### config.mk
export PLATFORM = sky130hd
export DESIGN_NAME = arxae_perm
export DESIGN_NICKNAME = d
export VERILOG_FILES = /design/src/hw/rtl/arxae_pkg.sv /design/src/hw/rtl/arxae_perm.sv
export SDC_FILE = /design/constraint.sdc
export NUM_CORES = 2
export LEC_CHECK = 0
export ABC_CLOCK_PERIOD_IN_PS = 30300
export BUFFER_PORTS_ARGS = -buffer_cell sky130_fd_sc_hd__clkbuf_2
export CORE_AREA = 5 5 453 455
export CTS_CLUSTER_DIAMETER = 80
export CTS_CLUSTER_SIZE = 28
export DETAILED_ROUTE_END_ITERATION = 10
export DIE_AREA = 0 0 458 460
export GPL_TIMING_DRIVEN = 1
export REMOVE_ABC_BUFFERS = 1
export SYNTH_ARGS = -nofsm -noshare
export SYNTH_HDL_FRONTEND = slang
export SYNTH_SLANG_ARGS = --single-unit
export TNS_END_PERCENT = 5
### constraint.sdc
create_clock -name clk -period 30.3 [get_ports clk]
set_input_delay 1.515 -clock clk [delete_from_list [all_inputs] [get_ports clk]]
set_output_delay 1.515 -clock clk [all_outputs]
set_load 0.01 [all_outputs]
### src/hw/rtl/arxae_pkg.sv
`default_nettype none
// ----------------------------------------------------------------------------
// ARX sponge AEAD package
// Shared constants, operation codes and the G-function step schedule.
// ----------------------------------------------------------------------------
package arxae_pkg;

    localparam int unsigned WORD_W      = 64;
    localparam int unsigned NUM_WORDS   = 16;
    localparam int unsigned IDX_W       = 4;
    localparam int unsigned ROUNDS_DEF  = 4;
    localparam int unsigned CRYPT_WORDS = 12;
    localparam int unsigned TAG_BITS    = 256;
    localparam int unsigned CFG_IDX_W   = 2;

    typedef enum logic [2:0] {
        OP_INIT      = 3'd0,
        OP_IV_HIGH   = 3'd1,
        OP_ABSORB    = 3'd2,
        OP_ENCRYPT   = 3'd3,
        OP_DECRYPT   = 3'd4,
        OP_PHASE_END = 3'd5,
        OP_FINALISE  = 3'd6,
        OP_UNUSED    = 3'd7
    } op_t;

    // One G application: indexes of the four words it touches.
    typedef struct packed {
        logic [IDX_W-1:0] a;
        logic [IDX_W-1:0] b;
        logic [IDX_W-1:0] c;
        logic [IDX_W-1:0] d;
    } quad_t;

    // Permutation unit control handed from the sequencer.
    typedef struct packed {
        logic start;
        logic busy;
        logic done;
    } perm_ctl_t;

    // Column mixes for g 0..3, diagonal mixes for g 4..7.
    function automatic quad_t quad_of(input logic [2:0] g);
        quad_t q;
        logic [1:0] i;
        i = g[1:0];
        q.a = {2'b00, i};
        if (!g[2])
        begin
            q.b = {2'b01, i};
            q.c = {2'b10, i};
            q.d = {2'b11, i};
        end
        else
        begin
            q.b = {2'b01, 2'(i + 2'd1)};
            q.c = {2'b10, 2'(i + 2'd2)};
            q.d = {2'b11, 2'(i + 2'd3)};
        end
        return q;
    endfunction

    function automatic logic [WORD_W-1:0] byte_mask(input logic [3:0] n);
        logic [WORD_W-1:0] m;
        m = '0;
        for (int k = 0; k < 8; k++)
        begin
            if (n > 4'(k))
            begin
                m[k*8 +: 8] = 8'hFF;
            end
        end
        return m;
    endfunction

endpackage
`default_nettype wire

### src/hw/rtl/arxae_perm.sv
`default_nettype none
// ----------------------------------------------------------------------------
// ARX sponge AEAD permutation unit
// Holds the sixteen state words and runs the permutation one G function
// per cycle: a, d, c, b are updated in four chained add-xor-rotate steps.
// ----------------------------------------------------------------------------
module arxae_perm #(
    parameter int unsigned ROUNDS = arxae_pkg::ROUNDS_DEF
) (
    input  wire logic                            clk,
    input  wire logic                            rst_n,
    input  wire arxae_pkg::perm_ctl_t            ctl_in,
    output      arxae_pkg::perm_ctl_t            ctl_out,
    input  wire logic                            wr_en,
    input  wire logic [arxae_pkg::IDX_W-1:0]     wr_idx,
    input  wire logic [arxae_pkg::WORD_W-1:0]    wr_data,
    input  wire logic                            init_en,
    input  wire logic [arxae_pkg::WORD_W*16-1:0] init_data,
    input  wire logic [arxae_pkg::IDX_W-1:0]     rd_idx,
    output      logic [arxae_pkg::WORD_W-1:0]    rd_data
);
    localparam int unsigned CNT_W = $clog2(ROUNDS * 8 + 1);
    localparam int unsigned STEPS = ROUNDS * 8;

    logic [arxae_pkg::WORD_W-1:0] st_reg [arxae_pkg::NUM_WORDS];
    logic [CNT_W-1:0]             cnt_reg;
    logic                         busy_reg;
    arxae_pkg::quad_t             q;
    logic [63:0] a0, b0, c0, d0, a1, d1, c1, b1, a2, d2, c2, b2;

    assign q  = arxae_pkg::quad_of(cnt_reg[2:0]);
    assign a0 = st_reg[q.a];
    assign b0 = st_reg[q.b];
    assign c0 = st_reg[q.c];
    assign d0 = st_reg[q.d];

    always_comb
    begin
        a1 = a0 + b0;
        d1 = 64'(({(d0 ^ a1), (d0 ^ a1)}) >> 32);
        c1 = c0 + d1;
        b1 = 64'(({(b0 ^ c1), (b0 ^ c1)}) >> 24);
        a2 = a1 + b1;
        d2 = 64'(({(d1 ^ a2), (d1 ^ a2)}) >> 16);
        c2 = c1 + d2;
        b2 = 64'(({(b1 ^ c2), (b1 ^ c2)}) >> 63);
    end

    assign rd_data       = st_reg[rd_idx];
    assign ctl_out.start = 1'b0;
    assign ctl_out.busy  = busy_reg;
    assign ctl_out.done  = busy_reg && (cnt_reg == CNT_W'(STEPS - 1));

    always_ff @(posedge clk or negedge rst_n)
    begin
        if (!rst_n)
        begin
            busy_reg <= 1'b0;
            cnt_reg  <= '0;
            for (int k = 0; k < 16; k++)
            begin
                st_reg[k] <= '0;
            end
        end
        else
        begin
            if (busy_reg)
            begin
                st_reg[q.a] <= a2;
                st_reg[q.b] <= b2;
                st_reg[q.c] <= c2;
                st_reg[q.d] <= d2;
                if (cnt_reg == CNT_W'(STEPS - 1))
                begin
                    busy_reg <= 1'b0;
                    cnt_reg  <= '0;
                end
                else
                begin
                    cnt_reg <= cnt_reg + 1'b1;
                end
            end
            else if (ctl_in.start)
            begin
                busy_reg <= 1'b1;
                cnt_reg  <= '0;
            end
            else if (init_en)
            begin
                for (int k = 0; k < 16; k++)
                begin
                    st_reg[k] <= init_data[k*64 +: 64];
                end
            end
            else if (wr_en)
            begin
                st_reg[wr_idx] <= wr_data;
            end
        end
    end
endmodule
`default_nettype wire

[Yosys cells after proc, flatten, opt, wreduce, memory -nomap -nowiden]
Index checks and enable logic that the tools add are counted.
W data, S select, Z words.
Storage, ports and cells
  output and inout port bits: 67
  logic and storage cells: 99
  register bits: 1031
  bits of input ports: 1103
Operators by class
  add/sub/neg operators: 8
  bitwise logic cells: 10
  equal/unequal tests: 2
  multiplexer cells: 41
  magnitude comparators: 11
  reductions and logical operators: 9
Operators by type and width (count)
  $bwmux W1024: 5
  $mux W1024: 4
  $bmux W64 S4: 5
  $demux W64 S4: 5
  $mux W64: 15
  $add A64 B64 Y64: 4
  $xor A64 B64 Y64: 4
  $ge A5 B5 Y1 const B: 6
  $lt A5 B1 Y1 const B: 5
  $not A4 Y5: 4
  $mux W6: 3
  $mux W10: 1
  $add A6 B1 Y6 const B: 1
  $eq A6 B5 Y1 const B: 1
  $logic_and A1 B1 Y1: 6
  $not A2 Y5: 1
  $not A3 Y5: 1
  $add A2 B2 Y2 const B: 2
  $mux W1: 3
  $reduce_bool A3 Y1: 1
  $add A2 B1 Y2 const B: 1
  $ne A2 B1 Y1 const B: 1
  $reduce_and A2 Y1: 1
  $reduce_bool A2 Y1: 1

[Logic depth before layout (Yosys ltp)]
  depth after elaboration: 18
  depth in mapped cells: 60
  depth with buffers taken out: 55

[Worst setup path before layout]
Ideal clock, no wire load.
  kind: flip-flop to flip-flop
  from: register cnt_reg[2]
  to: register st_reg[571] (netlist name)
  setup time: 0.132 ns
  buffers on the path: 6
  arrival time: 13.029 ns
  stages on the path, launching flop included: 58
  path slack: 17.139 ns
  cells stage by stage: dfrtp_1 buf_2 xor2_1 buf_2 buf_2 buf_2 mux4_2 ha_1 fa_1 a211oi_1 o21ai_0 a21oi_1 o21ai_0 nand4b_1 a211oi_1 or3_1 a31oi_1 xnor2_1 [22 not listed] nor3_1 or2_2 xor2_1 xnor2_1 inv_1 ha_1 a21oi_1 o21ai_0 a21o_1 a221o_1 a211oi_1 o31ai_1 o211a_1 o21ai_1 o21ai_0 xnor2_1 xor2_1 o21ai_0
Between the ends
  longest elaborated chain between the ends: 17
  elaborated cells between the ends (all ways): 41
Ends and longest elaborated chain
  from (decl): line arxae_perm.sv:26  | logic [CNT_W-1:0] cnt_reg;
  from (signal assigned): line arxae_perm.sv:80  | cnt_reg <= cnt_reg + 1'b1;
  $mux W10 *: line arxae_pkg.sv:48  | if (!g[2])
  $not A3 Y5 (implied by the code): line arxae_perm.sv:70  | st_reg[q.b] <= b2;
  $bmux W64 S4: line arxae_perm.sv:33  | assign b0 = st_reg[q.b];
  $mux W64 (implied by the code) (2 in series): line arxae_perm.sv:33
  $add A64 B64 Y64: line arxae_perm.sv:39  | a1 = a0 + b0;
  $xor A64 B64 Y64: line arxae_perm.sv:40  | d1 = 64'(({(d0 ^ a1), (d0 ^ a1)}) >> 32);
  $add A64 B64 Y64: line arxae_perm.sv:41  | c1 = c0 + d1;
  $xor A64 B64 Y64: line arxae_perm.sv:42  | b1 = 64'(({(b0 ^ c1), (b0 ^ c1)}) >> 24);
  $add A64 B64 Y64: line arxae_perm.sv:43  | a2 = a1 + b1;
  $xor A64 B64 Y64: line arxae_perm.sv:44  | d2 = 64'(({(d1 ^ a2), (d1 ^ a2)}) >> 16);
  $add A64 B64 Y64: line arxae_perm.sv:45  | c2 = c1 + d2;
  $xor A64 B64 Y64
  $bwmux W1024: line arxae_perm.sv:70
  $bwmux W1024: line arxae_perm.sv:71  | st_reg[q.c] <= c2;
  $bwmux W1024 *: line arxae_perm.sv:72  | st_reg[q.d] <= d2;
  $mux W1024 *: line arxae_perm.sv:67  | if (busy_reg)
  to (signal, indexed assignment): line arxae_perm.sv:92  | st_reg[k] <= init_data[k*64 +: 64];
  to (signal, indexed assignment): line arxae_perm.sv:97  | st_reg[wr_idx] <= wr_data;
  to (decl): line arxae_perm.sv:25  | logic [arxae_pkg::WORD_W-1:0] st_reg [arxae_pkg::NUM_WORDS];
Mark *: on every way between the ends. The rest lies on a longest branch, timed or not. The select of a mux whose other input is x is not followed.
A chain may end at the register's enable or synchronous reset.

[Final worst setup path]
  from: register cnt_reg[0]
  to: register st_reg[575] (netlist name)
Between the ends
  longest elaborated chain between the ends: 18
  elaborated cells between the ends (all ways): 53
Ends and longest elaborated chain
  $add A2 B1 Y2: line arxae_pkg.sv:56  | q.b = {2'b01, 2'(i + 2'd1)};
  $mux W10: line arxae_pkg.sv:48
  $not A3 Y5 (implied by the code): line arxae_perm.sv:70
  $bmux W64 S4: line arxae_perm.sv:33
  $mux W64 (implied by the code) (2 in series): line arxae_perm.sv:33
  $add A64 B64 Y64: line arxae_perm.sv:39
  $xor A64 B64 Y64: line arxae_perm.sv:40
  $add A64 B64 Y64: line arxae_perm.sv:41
  $xor A64 B64 Y64: line arxae_perm.sv:42
  $add A64 B64 Y64: line arxae_perm.sv:43
  $xor A64 B64 Y64: line arxae_perm.sv:44
  $add A64 B64 Y64: line arxae_perm.sv:45
  $xor A64 B64 Y64
  $bwmux W1024: line arxae_perm.sv:70
  $bwmux W1024: line arxae_perm.sv:71
  $bwmux W1024 *: line arxae_perm.sv:72
  $mux W1024 *: line arxae_perm.sv:67
Marks and branches as above.

==> metrics.txt <==
# TYPE chip_impl_metric gauge
chip_impl_info{name="status",value="complete, no violations"} 1
chip_impl_metric{name="r2r_setup_slack",unit="ns"} 8.42
chip_impl_metric{name="worst_slew_pin_slew",unit="ns"} 1.405
chip_impl_metric{name="cts_post_setup_buffers_inserted",unit=""} 0
chip_impl_metric{name="io_pins",unit=""} 1170
chip_impl_metric{name="critical_path.max_fanout",unit=""} 26
chip_impl_info{name="hold_path_startpoint",value="st_reg[867]"} 1
chip_impl_metric{name="dieArea",unit="um2"} 210700
chip_impl_metric{name="floorplan.rows",unit=""} 165
chip_impl_metric{name="fin_nets",unit=""} 11600
chip_impl_metric{name="timing.reg2reg.worst_path_depth",unit=""} 51
chip_impl_metric{name="synth-seq-area-share",unit="%"} 29.94
chip_impl_metric{name="postSynthRegisterBits",unit=""} 1031
chip_impl_metric{name="drive_above_1_share",unit="%"} 22.02
chip_impl_info{name="synth_area_leaders",value="dfrtp_1 (30%), mux4_2 (15%), a22oi_1 (8.8%), a21oi_1 (6.2%), o21ai_0 (5.7%)"} 1
chip_impl_metric{name="totalWireLength",unit="um"} 539000
chip_impl_metric{name="async_flop_share",unit="%"} 100.0
chip_impl_metric{name="final.min_clock_period",unit="ns"} 21.88
chip_impl_metric{name="final_hold_viol_count",unit=""} 0
chip_impl_metric{name="initialDrtViolationCount",unit=""} 18140
chip_impl_metric{name="postLayoutCellArea",unit="um2"} 96900
chip_impl_metric{name="max_slew_margin",unit="%"} 5.629
chip_impl_info{name="timing.critical_path.from_type",value="flip-flop"} 1
chip_impl_info{name="r2r_end",value="st_reg[575]"} 1
chip_impl_metric{name="worst_hold_path.num_cells",unit=""} 2
chip_impl_metric{name="placed_area",unit="um2"} 94300
chip_impl_metric{name="number_of_instances_in_the_synthesized_netlist",unit=""} 9763
chip_impl_metric{name="finalMaxSlewViolations",unit=""} 0
chip_impl_metric{name="floorplan.die.width",unit="um"} 458
chip_impl_metric{name="timing.max_cap.violations",unit=""} 0
chip_impl_metric{name="number_of_buffers_created_by_cts",unit=""} 69
chip_impl_info{name="cp-end-kind",value="flip-flop"} 1
chip_impl_metric{name="grt_pass1_vias",unit=""} 89610
chip_impl_info{name="critPathMostFrequentCell",value="a21oi_1"} 1
chip_impl_metric{name="largest_register_ffs",unit=""} 1024
chip_impl_metric{name="drt_first_pass_iters",unit=""} 7
chip_impl_metric{name="area_growth_syn_to_layout",unit="%"} 12.46
chip_impl_info{name="cts.root.buffer_cell",value="clkbuf_16"} 1
chip_impl_metric{name="yosys_warnings",unit=""} 0
chip_impl_info{name="layout.cells.most_common",value="clkbuf_2"} 1
chip_impl_metric{name="worstPathArrival",unit="ns"} 22.57
chip_impl_metric{name="clkTransAtPathRegs",unit="ns"} 0.11
chip_impl_metric{name="ctsHtreeMaxLevel",unit=""} 3
chip_impl_metric{name="synth_cell_type_count",unit=""} 91
chip_impl_info{name="worst-setup-path-type",value="reg -> reg"} 1
chip_impl_info{name="critical_path.reg2reg.startpoint",value="cnt_reg[0]"} 1
chip_impl_metric{name="maximum_number_of_pins_on_one_net_before_global_route_repair",unit=""} 222
chip_impl_metric{name="finish.cell_count_without_fillers",unit=""} 12980
chip_impl_info{name="post_synth_top_area_cell",value="dfrtp_1"} 1
chip_impl_metric{name="synthesis.area_per_instance",unit="um2"} 8.826
chip_impl_metric{name="grt_first_pass_wirelength",unit="um"} 722600
chip_impl_metric{name="initial_utilization",unit="%"} 42.90
chip_impl_metric{name="final_antenna_net_count",unit=""} 0
chip_impl_metric{name="overall_global_routing_resource_usage",unit="%"} 49.02
chip_impl_metric{name="number_of_enable_type_register_cells_in_the_synthesized_netlist",unit=""} 0
chip_impl_metric{name="critical-path-max-stage-delay",unit="ns"} 1.10
chip_impl_info{name="tritoncts",value="done"} 1
chip_impl_metric{name="die-height",unit="um"} 460
chip_impl_metric{name="max-clock-path-buffers",unit=""} 3
chip_impl_info{name="worst_path_max_delay_cell",value="xnor2_1"} 1
chip_impl_metric{name="syn-cell-area",unit="um2"} 86170
chip_impl_metric{name="dp.cells",unit=""} 12840
chip_impl_metric{name="finClkSkew",unit="ns"} 0.08319
chip_impl_metric{name="setup-violations-final",unit=""} 0
chip_impl_metric{name="wl_per_cell",unit="um"} 41.51
chip_impl_metric{name="routabilityCongestion",unit=""} 1.110
chip_impl_metric{name="dpl.hpwl",unit="um"} 420900
chip_impl_metric{name="worst_ep_required_time",unit="ns"} 30.99
chip_impl_metric{name="period_share",unit="%"} 72.20
chip_impl_info{name="worst_hold_path_type",value="reg -> reg"} 1
chip_impl_metric{name="cts_resized",unit=""} 0
chip_impl_metric{name="core_area",unit="um2"} 200900
chip_impl_metric{name="cts_num_sinks",unit=""} 1031
chip_impl_metric{name="core_util_final",unit="%"} 48.24
chip_impl_metric{name="routed_via_density",unit=""} 7.315
chip_impl_metric{name="ctsHoldBuffers",unit=""} 0
chip_impl_metric{name="num_vias",unit=""} 94980
chip_impl_info{name="synth_flop_cell",value="dfrtp_1"} 1
chip_impl_metric{name="max_clock_freq",unit="MHz"} 45.71
chip_impl_metric{name="portBuffers",unit=""} 1166
chip_impl_info{name="worstHoldEndpoint",value="st_reg[867]"} 1
chip_impl_metric{name="synth_top_area_share",unit="%"} 29.94
chip_impl_info{name="rsz0062_at_grt",value="false"} 1
chip_impl_metric{name="worst_skew_pair.late_latency",unit="ns"} 0.79
chip_impl_metric{name="antenna_found_initial",unit=""} 60
chip_impl_metric{name="remaining_drc_errors",unit=""} 0
chip_impl_metric{name="grt_overflow",unit=""} 0
chip_impl_info{name="layout.cells.most_common_list",value="clkbuf_2 (1160), a21oi_1 (1068), dfrtp_1 (1028)"} 1
logic make-up after synthesis:
| kind of cell | Yosys count | share of synthesized area (%) |
|---|---|---|
| xor+xnor | 505 | 5.289 |
| simple gates | 2193 | 10.98 |
| buf+inv | 1162 | 5.124 |
| fa+ha+maj | 261 | 3.825 |
| compound gates | 4032 | 29.75 |
| flops | 1031 | 29.94 |
| mux | 578 | 15.08 |
| other cells | 1 | 0.004352 |
cells in the mapped netlist, types with 64 or more instances:
cell	count
nand3_1	70
xor2_1	246
a21oi_1	1069
o21bai_1	64
buf_1	105
mux4_2	576
nor2b_1	93
o221ai_1	157
o21ai_0	987
xnor2_1	246
nor2_1	819
nand2_1	754
dfrtp_1	1031
ha_1	257
a22oi_1	1014
inv_1	135
a21o_1	188
nor3_1	241
clkbuf_1	893
o21a_1	183
worst max-delay path by stage:
| stage | cells past startpoint | slack, ns | to | startpoint |
|---|---|---|---|---|
| after floorplan | 2 | -9.39 | st_reg[256] | busy_reg |
| after global placement | 48 | 9.53 | st_reg[575] | cnt_reg[0] |
| after detailed placement | 51 | 9.45 | st_reg[639] | cnt_reg[0] |
| after CTS | 51 | 9.38 | st_reg[639] | cnt_reg[0] |
| after global routing | 51 | 8.62 | st_reg[639] | cnt_reg[2] |
| final | 51 | 8.42 | st_reg[575] | cnt_reg[0] |
cell type report:
cell class                 count  area, um2
tap                         2672       3343
sequential                  1031      25810
inverter                     135      506.7
fill                       19470     104000
timing repair buffer        1428       7989
clock buffer                  79       1837
clock inverter                49      706.9
antenna                       20      50.05
multi-input combinational   7570      56650
stage by stage:
stage                     setup slack (ns)  hold WS [ns]  setup TNS [ns]
after floorplan                     -9.390        0.4599        -2278.17
after global placement               9.531        0.4745               0
after detailed placement             9.453        0.4858               0
after CTS                            9.378        0.5075               0
after global routing                 8.616        0.5240               0
final                                8.424        0.5039               0
per-layer routing:
metal / share of wire, % / vias to the layer above / GRT usage, %
li1: - / 37810 / -
met1: 37 / 46510 / 64.57
met2: 40 / 8729 / 68.11
met3: 15 / 1877 / 17.60
met4: 8.0 / 55 / 30.96
met5: 0.096 / - / 0.5741
worst max-delay path, delay by kind of cell, from the launching register on:
family                   cells  cell delay, ns
AO/OA/AOI/OAI               23            8.00
flip-flops                   1            0.78
multiplexers                 1            0.67
XOR/XNOR                     8            5.18
AND/OR/NAND/NOR             10            3.29
adder cells (fa/ha/maj)      5            2.27
buffers and inverters        4            1.51
Power is left out: the tool's default activity adds up to more than one toggle a clock period on the data nets, which glitch-free logic cannot reach.
